### src/hdl/triangle_scanline_span_defines.svh
// ----------------------------------------------------------------------------
// Triangle scanline span assertion macros
// Shared concurrent assertion forms, clocked on clk and disabled in reset.
// ----------------------------------------------------------------------------
`ifndef TRIANGLE_SCANLINE_SPAN_DEFINES_SVH
`define TRIANGLE_SCANLINE_SPAN_DEFINES_SVH

// Checks that the consequent holds in the same cycle as the antecedent.
`define TSS_ASSERT_IMP(label, ante, cons, msg) \
    label: assert property (@(posedge clk) disable iff (!rst_n) (ante) |-> (cons)) \
        else $error(msg);

// Checks that the consequent holds in the cycle after the antecedent.
`define TSS_ASSERT_NXT(label, ante, cons, msg) \
    label: assert property (@(posedge clk) disable iff (!rst_n) (ante) |=> (cons)) \
        else $error(msg);

`endif

### src/hdl/tss_pkg.sv
// ----------------------------------------------------------------------------
// Triangle scanline span package
// Coordinate types, stage records and the shared edge and divider functions.
// ----------------------------------------------------------------------------
package tss_pkg;

    localparam int COORD_BITS = 12;
    localparam int PROD_BITS = 2 * COORD_BITS;
    localparam int DIV_STEPS_PER_STAGE = 2;
    localparam int DIV_STAGES = (COORD_BITS + DIV_STEPS_PER_STAGE - 1) / DIV_STEPS_PER_STAGE;

    typedef logic [COORD_BITS-1:0] coord_t;
    typedef logic [PROD_BITS-1:0] prod_t;

    typedef struct packed {
        coord_t x;
        coord_t y;
    } vertex_t;

    typedef struct packed {
        vertex_t a;
        vertex_t b;
        vertex_t c;
        coord_t  row;
    } query_t;

    typedef struct packed {
        vertex_t top;
        vertex_t mid;
        vertex_t bot;
        coord_t  row;
        logic    covered;
        logic    upper;
    } sorted_t;

    typedef struct packed {
        logic   neg;
        coord_t ax;
        coord_t mag;
        coord_t dr;
        coord_t dvs;
    } prep_t;

    typedef struct packed {
        logic  covered;
        prep_t e1;
        prep_t e2;
    } prep_stage_t;

    typedef struct packed {
        logic   neg;
        coord_t ax;
        coord_t dvs;
        coord_t rem;
        coord_t num;
    } lane_t;

    typedef struct packed {
        logic  covered;
        lane_t e1;
        lane_t e2;
    } div_stage_t;

    // Sets up one edge: magnitude and sign of the x delta, row offset and
    // divisor. A flat edge gets a zero delta and a unit divisor.
    function automatic prep_t edge_prep(vertex_t va, vertex_t vb, coord_t row);
        logic [COORD_BITS:0] dxw;
        prep_t p;
        dxw = {1'b0, vb.x} - {1'b0, va.x};
        p.neg = dxw[COORD_BITS];
        p.ax = va.x;
        p.dr = row - va.y;
        if (va.y == vb.y)
        begin
            p.mag = '0;
            p.dvs = coord_t'(1);
        end
        else
        begin
            p.mag = p.neg ? coord_t'(~dxw + 1'b1) : dxw[COORD_BITS-1:0];
            p.dvs = vb.y - va.y;
        end
        return p;
    endfunction

    // One restoring division step; quotient bits shift into the low end.
    function automatic lane_t div_step(lane_t l);
        logic [COORD_BITS:0] t;
        logic [COORD_BITS:0] d;
        lane_t r;
        t = {l.rem, l.num[COORD_BITS-1]};
        d = {1'b0, l.dvs};
        r = l;
        if (t >= d)
        begin
            r.rem = coord_t'(t - d);
            r.num = {l.num[COORD_BITS-2:0], 1'b1};
        end
        else
        begin
            r.rem = t[COORD_BITS-1:0];
            r.num = {l.num[COORD_BITS-2:0], 1'b0};
        end
        return r;
    endfunction

    // Applies the truncated quotient to the edge's start x.
    function automatic coord_t lane_x(lane_t l);
        logic [COORD_BITS:0] s;
        s = l.neg ? ({1'b0, l.ax} - {1'b0, l.num}) : ({1'b0, l.ax} + {1'b0, l.num});
        return s[COORD_BITS-1:0];
    endfunction

endpackage

### src/hdl/triangle_scanline_span.sv
// ----------------------------------------------------------------------------
// Triangle scanline span
// Sorts three vertices by y and returns the horizontal span of one row.
// ----------------------------------------------------------------------------
// The block accepts one query per cycle and returns one result per query in
// order. Its stages are input capture, vertex sort, edge setup, multiply, a
// divider that retires two quotient bits per stage for both edges, and the
// output register. Each stage holds its item only while the stage after it
// is full and stalled, so bubbles close up and the input stalls only when
// every stage is occupied.
`include "triangle_scanline_span_defines.svh"

module triangle_scanline_span
(
    input  logic            clk,
    input  logic            rst_n,
    input  logic            in_valid,
    output logic            in_stall,
    input  tss_pkg::coord_t vert_a_x,
    input  tss_pkg::coord_t vert_a_y,
    input  tss_pkg::coord_t vert_b_x,
    input  tss_pkg::coord_t vert_b_y,
    input  tss_pkg::coord_t vert_c_x,
    input  tss_pkg::coord_t vert_c_y,
    input  tss_pkg::coord_t scan_row,
    output logic            out_valid,
    input  logic            out_stall,
    output logic            row_covered,
    output tss_pkg::coord_t span_left,
    output tss_pkg::coord_t span_right
);

    import tss_pkg::*;

    query_t      q_reg;
    sorted_t     s_reg;
    sorted_t     s_next;
    prep_stage_t p_reg;
    prep_stage_t p_next;
    div_stage_t  d_reg;
    div_stage_t  d_next;
    div_stage_t  div_reg [DIV_STAGES];
    div_stage_t  div_next [DIV_STAGES];
    div_stage_t  div_in [DIV_STAGES];

    logic q_v_reg;
    logic s_v_reg;
    logic p_v_reg;
    logic d_v_reg;
    logic [DIV_STAGES-1:0] div_v_reg;
    logic o_v_reg;

    logic q_en;
    logic s_en;
    logic p_en;
    logic d_en;
    logic [DIV_STAGES-1:0] div_en;
    logic o_en;

    logic   covered_reg;
    logic   covered_next;
    coord_t left_reg;
    coord_t left_next;
    coord_t right_reg;
    coord_t right_next;

    logic [1:0] rank_a;
    logic [1:0] rank_b;

    // Each stage moves when it is empty or the stage after it moves.
    always_comb
    begin
        o_en = !o_v_reg || !out_stall;
        div_en[DIV_STAGES-1] = !div_v_reg[DIV_STAGES-1] || o_en;
        for (int s = DIV_STAGES - 2; s >= 0; s--)
        begin
            div_en[s] = !div_v_reg[s] || div_en[s+1];
        end
        d_en = !d_v_reg || div_en[0];
        p_en = !p_v_reg || d_en;
        s_en = !s_v_reg || p_en;
        q_en = !q_v_reg || s_en;
    end

    assign in_stall = !q_en;

    // Stable sort: an earlier vertex goes first unless its y is strictly larger.
    always_comb
    begin
        logic ab;
        logic ac;
        logic bc;
        ab = q_reg.a.y > q_reg.b.y;
        ac = q_reg.a.y > q_reg.c.y;
        bc = q_reg.b.y > q_reg.c.y;
        rank_a = {1'b0, ab} + {1'b0, ac};
        rank_b = {1'b0, !ab} + {1'b0, bc};
        s_next.top = q_reg.c;
        s_next.mid = q_reg.c;
        s_next.bot = q_reg.c;
        if (rank_a == 2'd0)
        begin
            s_next.top = q_reg.a;
        end
        else if (rank_b == 2'd0)
        begin
            s_next.top = q_reg.b;
        end
        if (rank_a == 2'd1)
        begin
            s_next.mid = q_reg.a;
        end
        else if (rank_b == 2'd1)
        begin
            s_next.mid = q_reg.b;
        end
        if (rank_a == 2'd2)
        begin
            s_next.bot = q_reg.a;
        end
        else if (rank_b == 2'd2)
        begin
            s_next.bot = q_reg.b;
        end
        s_next.row = q_reg.row;
        s_next.covered = (q_reg.row >= s_next.top.y) && (q_reg.row <= s_next.bot.y);
        s_next.upper = q_reg.row < s_next.mid.y;
    end

    always_comb
    begin
        p_next.covered = s_reg.covered;
        if (s_reg.upper)
        begin
            p_next.e1 = edge_prep(s_reg.top, s_reg.mid, s_reg.row);
        end
        else
        begin
            p_next.e1 = edge_prep(s_reg.mid, s_reg.bot, s_reg.row);
        end
        p_next.e2 = edge_prep(s_reg.top, s_reg.bot, s_reg.row);
    end

    always_comb
    begin
        prod_t m1;
        prod_t m2;
        m1 = PROD_BITS'(p_reg.e1.mag) * PROD_BITS'(p_reg.e1.dr);
        m2 = PROD_BITS'(p_reg.e2.mag) * PROD_BITS'(p_reg.e2.dr);
        d_next.covered = p_reg.covered;
        d_next.e1.neg = p_reg.e1.neg;
        d_next.e1.ax = p_reg.e1.ax;
        d_next.e1.dvs = p_reg.e1.dvs;
        d_next.e1.rem = m1[PROD_BITS-1:COORD_BITS];
        d_next.e1.num = m1[COORD_BITS-1:0];
        d_next.e2.neg = p_reg.e2.neg;
        d_next.e2.ax = p_reg.e2.ax;
        d_next.e2.dvs = p_reg.e2.dvs;
        d_next.e2.rem = m2[PROD_BITS-1:COORD_BITS];
        d_next.e2.num = m2[COORD_BITS-1:0];
    end

    genvar gs;
    generate
        for (gs = 0; gs < DIV_STAGES; gs++)
        begin : g_div_in
            if (gs == 0)
            begin : g_first
                assign div_in[gs] = d_reg;
            end
            else
            begin : g_rest
                assign div_in[gs] = div_reg[gs-1];
            end
        end
    endgenerate

    always_comb
    begin
        for (int s = 0; s < DIV_STAGES; s++)
        begin
            div_next[s] = div_in[s];
            for (int j = 0; j < DIV_STEPS_PER_STAGE; j++)
            begin
                if (s * DIV_STEPS_PER_STAGE + j < COORD_BITS)
                begin
                    div_next[s].e1 = div_step(div_next[s].e1);
                    div_next[s].e2 = div_step(div_next[s].e2);
                end
            end
        end
    end

    always_comb
    begin
        coord_t x1;
        coord_t x2;
        x1 = lane_x(div_reg[DIV_STAGES-1].e1);
        x2 = lane_x(div_reg[DIV_STAGES-1].e2);
        covered_next = div_reg[DIV_STAGES-1].covered;
        if (!covered_next)
        begin
            left_next = '0;
            right_next = '0;
        end
        else if (x1 > x2)
        begin
            left_next = x2;
            right_next = x1;
        end
        else
        begin
            left_next = x1;
            right_next = x2;
        end
    end

    always_ff @(posedge clk or negedge rst_n)
    begin
        if (!rst_n)
        begin
            q_v_reg <= 1'b0;
            s_v_reg <= 1'b0;
            p_v_reg <= 1'b0;
            d_v_reg <= 1'b0;
            div_v_reg <= '0;
            o_v_reg <= 1'b0;
        end
        else
        begin
            if (q_en)
            begin
                q_v_reg <= in_valid;
            end
            if (s_en)
            begin
                s_v_reg <= q_v_reg;
            end
            if (p_en)
            begin
                p_v_reg <= s_v_reg;
            end
            if (d_en)
            begin
                d_v_reg <= p_v_reg;
            end
            for (int s = 0; s < DIV_STAGES; s++)
            begin
                if (div_en[s])
                begin
                    div_v_reg[s] <= (s == 0) ? d_v_reg : div_v_reg[(s == 0) ? 0 : s - 1];
                end
            end
            if (o_en)
            begin
                o_v_reg <= div_v_reg[DIV_STAGES-1];
            end
        end
    end

    always_ff @(posedge clk)
    begin
        if (q_en)
        begin
            q_reg.a.x <= vert_a_x;
            q_reg.a.y <= vert_a_y;
            q_reg.b.x <= vert_b_x;
            q_reg.b.y <= vert_b_y;
            q_reg.c.x <= vert_c_x;
            q_reg.c.y <= vert_c_y;
            q_reg.row <= scan_row;
        end
        if (s_en)
        begin
            s_reg <= s_next;
        end
        if (p_en)
        begin
            p_reg <= p_next;
        end
        if (d_en)
        begin
            d_reg <= d_next;
        end
        for (int s = 0; s < DIV_STAGES; s++)
        begin
            if (div_en[s])
            begin
                div_reg[s] <= div_next[s];
            end
        end
        if (o_en)
        begin
            covered_reg <= covered_next;
            left_reg <= left_next;
            right_reg <= right_next;
        end
    end

    assign out_valid = o_v_reg;
    assign row_covered = covered_reg;
    assign span_left = left_reg;
    assign span_right = right_reg;

    `TSS_ASSERT_IMP(a_stall_full, in_stall, out_valid && out_stall && q_v_reg,
        "input stalled while the pipeline has room")
    `TSS_ASSERT_NXT(a_capture, in_valid && !in_stall, q_v_reg,
        "accepted transfer not captured")
    `TSS_ASSERT_IMP(a_order, out_valid && row_covered, span_left <= span_right,
        "span endpoints out of order")
    `TSS_ASSERT_IMP(a_uncovered, out_valid && !row_covered,
        span_left == '0 && span_right == '0, "uncovered row with nonzero span")
    `TSS_ASSERT_IMP(a_div_rem,
        div_v_reg[DIV_STAGES-1] && div_reg[DIV_STAGES-1].covered,
        div_reg[DIV_STAGES-1].e2.rem < div_reg[DIV_STAGES-1].e2.dvs,
        "divider remainder not below divisor")

endmodule

### config.mk
export PLATFORM = sky130hd
export DESIGN_NAME = triangle_scanline_span
export DESIGN_NICKNAME = d
export VERILOG_FILES = /design/src/hdl/tss_pkg.sv /design/src/hdl/triangle_scanline_span.sv
export VERILOG_INCLUDE_DIRS = /design/src /design/src/hdl
export SDC_FILE = /design/constraint.sdc
export NUM_CORES = 2
export LEC_CHECK = 0
export BUFFER_PORTS_ARGS = -buffer_cell sky130_fd_sc_hd__buf_2
export CAP_MARGIN = 40
export CORE_ASPECT_RATIO = 1.2
export CORE_MARGIN = 2
export CORE_UTILIZATION = 42
export CTS_CLUSTER_DIAMETER = 200
export DETAILED_ROUTE_END_ITERATION = 10
export GPL_ROUTABILITY_DRIVEN = 0
export HOLD_SLACK_MARGIN = 0.05
export SLEW_MARGIN = 20
export SYNTH_ARGS = -nofsm -noshare
export SYNTH_HDL_FRONTEND = slang
export SYNTH_SLANG_ARGS = --single-unit
### constraint.sdc
create_clock -name clk -period 23.1 [get_ports clk]
set_clock_uncertainty 0.05 [all_clocks]
set_input_delay 4.62 -clock clk [delete_from_list [all_inputs] [get_ports clk]]
set_output_delay 4.62 -clock clk [all_outputs]
set_load 0.02 [all_outputs]
; ---- Word-level counts from Yosys, hierarchy flattened
; Memory sizes are Yosys's and may differ from the RTL's.
; Cells that the tools add are included.
; Widths: inputs -> output; s select.
[classes]
n_mux = 54
shift = 0
n_mul = 2
n_reduce_logical = 28
n_addsub = 41
order_cmp = 31
n_div = 0
n_eq_ne = 7
bitwise = 3
[op_table]
columns = cell, count
row1 = $mux 24, 30
row2 = $sub 12x12->12, 31
row3 = $ge 13x12->1, 24
row4 = $mux 12, 11
row5 = $mux 49, 1
row6 = $gt 12x12->1, 4
row7 = $mul 12x12->24, 2
row8 = $sub 12x12->13, 3
row9 = $add 12x1->12 const B, 3
row10 = $eq 12x12->1, 3
row11 = $not 12->12, 3
row12 = $add 12x12->12, 2
row13 = $logic_not 1->1, 14
row14 = $ge 12x12->1, 1
row15 = $le 12x12->1, 1
row16 = $lt 12x12->1, 1
row17 = $mux 1, 12
row18 = $logic_or 1x1->1, 11
row19 = $add 1x1->2, 2
row20 = $eq 2x1->1 const B, 2
row21 = $eq 2x2->1 const B, 2
row22 = $logic_not 2->1, 2
row23 = $logic_and 1x1->1, 1
[totals]
inputBits = 88
latch_bits = 0
n_memories = 1
ff_bits = 404
ram_bits = 594
mem_bits_ro = 0
[memory_table]
columns = memory, depth, width, read_ports, rd_clocked_by_memory_dff, wr, line_no
row1 = div_reg, 6, 99, 6, 0, 6, triangle_scanline_span.sv:42  ; div_stage_t div_reg [DIV_STAGES];

; ---- Logic depth before layout (Yosys ltp)
[logic_depth]
word_depth = 13
ltp_mapped = 25
depth_no_buf = 23

; ---- Worst setup path before layout
; No wires, ideal clock.
[synth_path]
path_type = in2out
startpoint = input out_stall
endpoint = output in_stall
arrival_time_ns = 11.996
slack_ns = 6.434
n_path_buf = 0
path_stages = 8
cell_sequence = and3_1 inv_1 nor2_1 and2_1 nand3_1 nor2_1 nand3_1 inv_1
[synth_between]
elab_chain_len = 13
[synth_rtl]
columns = element, line_no
row1 = start: declaration, triangle_scanline_span.sv:27  ; input logic out_stall,
row2 = $logic_not 1->1, triangle_scanline_span.sv:73  ; o_en = !o_v_reg || !out_stall;
row3 = $logic_or 1x1->1, triangle_scanline_span.sv:73
row4 = $logic_or 1x1->1, triangle_scanline_span.sv:74  ; div_en[DIV_STAGES-1] = !div_v_reg[DIV_STAGES-1] || o_en;
row5 = via div_en[5], triangle_scanline_span.sv:57  ; logic [DIV_STAGES-1:0] div_en;
row6 = $logic_or 1x1->1 (5 in a row), triangle_scanline_span.sv:77  ; div_en[s] = !div_v_reg[s] || div_en[s+1];
row7 = $logic_or 1x1->1, triangle_scanline_span.sv:79  ; d_en = !d_v_reg || div_en[0];
row8 = via d_en, triangle_scanline_span.sv:56  ; logic d_en;
row9 = $logic_or 1x1->1, triangle_scanline_span.sv:80  ; p_en = !p_v_reg || d_en;
row10 = $logic_or 1x1->1, triangle_scanline_span.sv:81  ; s_en = !s_v_reg || p_en;
row11 = $logic_or 1x1->1, triangle_scanline_span.sv:82  ; q_en = !q_v_reg || s_en;
row12 = $logic_not 1->1, triangle_scanline_span.sv:85  ; assign in_stall = !q_en;
row13 = end: declaration, triangle_scanline_span.sv:18  ; output logic in_stall,
; The timed path passes the listed nets, and every way through them passes these cells.

; ---- Worst setup path after layout
; Same ends and word-level chain as after synthesis.

==> results.md <==
Timing:
- The final number of max-transition violations is 0.
- The setup TNS is 0 ns.
- The worst path uses 53.0% of the clock period.
- Timing would allow up to 81.7 MHz.
- The final-report setup violation count is 0.
- The total count of hold-check failures in the final report is 0.
- Setup repair after global routing left no endpoint under its margin.
- The transition time of the tightest slew-check pin is 0.815 ns.
- Subtracting the final worst setup slack from the clock period gives 12.24 ns.
- Measured against its own limit, the worst slew margin works out to 45.0%.

Yosys:
- The distinct cell type count of the synthesized netlist is 75.
- The Yosys warning count is 0.
- In the synthesized netlist the dominant register cell turns out to be sky130_fd_sc_hd__edfxtp_1.
- In the post-synthesis netlist, the biggest area contributors are sky130_fd_sc_hd__edfxtp_1 45%, sky130_fd_sc_hd__ha_1 12%, sky130_fd_sc_hd__fa_1 7.4%, sky130_fd_sc_hd__inv_1 4.0%, sky130_fd_sc_hd__xnor2_1 3.4%.
- Counting flops with an async set or reset pin after synthesis yields a share of 1.16%.
- The number of nets in the synthesized netlist is 6520.
- The proportion of netlist area held by the largest area contributor is 45.0%.
- The synthesized design contains 950 register bits.
- The post-synthesis average cell area is 11.2 um2.
- In this run, synthesis inferred 939 flip-flops with an integrated enable.
- The library cell occupying the most area in the post-synthesis netlist is sky130_fd_sc_hd__edfxtp_1.
- For this run, the register share of the synthesized area comes to 45.4%.
- The gate count of the mapped netlist is 5583.
- The post-synthesis instance area is 0.0627 mm2.

Worst hold path:
- Counting instances, the worst hold path has a depth of 0.
- The class of the tightest hold or removal check is flop to flop.
- The worst hold path terminates at div_reg[1][47]$_DFFE_PP_.
- The launch instance of the worst min-delay path is div_reg[0][47]$_DFFE_PP_.

Detailed routing:
- The first detailed-routing pass took 5 iterations.
- Wires add up to 132000 um.
- In the final routed layout, each cell accounts on average for 17.0 um.
- After the first detailed-routing iteration, the DRC count stood at 2038.
- The DRC violation count after routing is 0.
- Detailed routing inserted a total of 40300 vias.
- After detailed routing, the number of vias per cell comes to 5.18.
- Once detail routing completed, the nets flagged for antenna violations numbered 0.

CTS:
- The TritonCTS buffer count is 99.
- The later pin in the worst-skew pair is clocked with a latency of 0.73 ns.
- Once the clock tree was built, the resizer swapped 0 gates to a different size.
- The maximum level of the CTS H-tree is 3.
- The clock transition time at the flip-flop clock pins of the worst setup and hold paths is 0.06 ns.
- The clock sink total is 950.
- The clock root buffer is sky130_fd_sc_hd__clkbuf_16.
- The clock tree from TritonCTS is built.
- The deepest clock path buffer count is 3.
- For this design, the CTS-stage hold fixing added 0 buffers.
- Buffers added to address setup during post-CTS repair amount to 0.

Outcome:
- The run finished with clean final reports.

Critical path:
- By startpoint and endpoint, the worst setup path is classified as input port to primary output.
- The setup check on the worst reg-to-reg path leaves a slack of 16.45 ns.
- The worst register-to-register path begins at p_reg[76]$_DFFE_PP_.
- The worst-case reg-to-reg path depth is 19.
- STA classifies the critical path startpoint as an input port.
- The endpoint identified for the worst register-to-register timing path is d_reg[71]$_DFFE_PP_.
- STA puts the critical path data arrival time at 7.57 ns.
- The kind of end point of the critical path is a primary output.
- The largest fanout on the critical path is 49.
- Data on the critical path is required at its endpoint by 18.43 ns.

Finish:
- In the layout the commonest cells are 939 x sky130_fd_sc_hd__edfxtp_1, 658 x sky130_fd_sc_hd__inv_1, 617 x sky130_fd_sc_hd__ha_1.
- The number of nets at the end of the flow is 6658.
- The library cell used most frequently in the layout, excluding fill and tap cells, is sky130_fd_sc_hd__edfxtp_1.
- From synthesis to final layout, the design area changed by 10.3%.
- The register with the most flip-flops in the layout has 546 of them.
- Cells with a size suffix above 1 make up 8.94% of the layout.
- The fill cell instance count of the final layout is 13600.

Floorplanning:
- The area of the placeable core is 0.149 mm2.
- In this run the core area contains 155 standard-cell rows.
- The overall die height is 427 um.
- During I/O placement, the number of pins put on the boundary was 115.
- Measured along the x axis, the die boundary spans 357 um.
- For this configuration, the core starts out at a cell density of 42.2%.
- The die covers 0.152 mm2.

Global routing:
- The pin count of the biggest net entering global routing is 74.
- The number of global-route vias before repair is 41400.
- The wire length of the first global-routing pass is 214000 um.
- The initial antenna violation count is 1.
- The total global-route track usage is 17.5%.
- The leftover overflow at the end of global routing is 0.

Placed design:
- After legalization and detailed placement, the total HPWL measured 104000 um.
- Port buffering added 114 buffers.

Flow run:
- The max-cap check violation count is 0.
## per-layer routing
layer,up-vias,wire (um),track usage [%]
met3,230,3830,1.97
met4,0,5310,7.47
met5,-,0,0
met2,640,67200,32.0
li1,20100,-,-
met1,19300,55500,20.8
## metrics by stage
stage | cell area (um2) | utilization, % | cells | setup WS (ns) | hold slack (ns)
after CTS | 69000 | 46.5 | 7763 | 10.77 | 0.357
final | 69200 | 46.6 | 7769 | 10.86 | 0.359
after floorplan | 62700 | - | 5583 | 6.43 | 0.350
after global placement | 65600 | 44.2 | 7570 | 10.80 | 0.350
after global routing | 69200 | 46.6 | 7769 | 10.52 | 0.359
after detailed placement | 65700 | 44.2 | 7577 | 10.80 | 0.355
## worst max-delay path by stage
stage,start,end,cells after the start
finish,out_stall,in_stall,10
global route,out_stall,in_stall,10
CTS,out_stall,in_stall,10
detailed placement,out_stall,in_stall,10
floorplan,out_stall,in_stall,8
global placement,out_stall,in_stall,10
## cells by family (layout without fill, tap and decap cells)
| kind of cell | after synthesis | after routing | synth area share [%] |
|---|---|---|---|
| DFF | 950 | 950 | 45.4 |
| buffers and inverters | 783 | 1006 | 4.71 |
| muxes | 272 | 272 | 4.69 |
| and+or+nand+nor | 1320 | 1320 | 10.1 |
| AOI/OAI and AO/OA | 1047 | 1047 | 10.4 |
| adders and majority gates | 849 | 849 | 19.7 |
| xor gates and xnor gates | 362 | 362 | 5.06 |
| other | 0 | 1 | 0 |
## area by class of cell
class | instances | area (um2) | share of cell area (%)
clock inverter | 64 | 682 | 0.986
timing repair buffer | 156 | 1060 | 1.53
multi-input combinational | 3850 | 31400 | 45.4
inverter | 664 | 2500 | 3.61
clock buffer | 122 | 2620 | 3.79
sequential | 950 | 28500 | 41.2
antenna | 1 | 2.50 | 0.00362
tap | 1962 | 2450 | 3.55
## Yosys cell counts, drive strengths merged (9+ instances only)
library cell,count
nor4,21
o41ai,17
dfrtp,11
a211o,9
nand4,60
ha,617
a2111oi,9
nor3,86
and3,16
o21a,79
mux2i,117
mux2,155
nand2b,73
xnor2,240
nand2,432
edfxtp,939
inv,662
nand3,60
nor2b,77
nor2,292
o21bai,29
a211oi,18
o22ai,36
fa,232
or2,28
a21o,116
or3,20
xor2,122
a21boi,14
a31oi,24
o211ai,12
clkbuf,106
o31ai,20
o221ai,9
and2,126
a21oi,297
buf,13
o21ai,290
o31a,15
## worst max-delay path, stage by stage
cell and delay, ns:
sky130_fd_sc_hd__buf_2 0.08, sky130_fd_sc_hd__and3_1 0.31, sky130_fd_sc_hd__inv_2 0.06, sky130_fd_sc_hd__nor2_1 0.23, sky130_fd_sc_hd__and2_1 0.36, sky130_fd_sc_hd__nand3_4 0.56, sky130_fd_sc_hd__nor2_1 0.72, sky130_fd_sc_hd__nand3_4 0.30
sky130_fd_sc_hd__inv_1 0.11, sky130_fd_sc_hd__buf_2 0.16
Power is not shown: default switching activity piles up to over one toggle a cycle in this logic, so the estimate is an artifact.
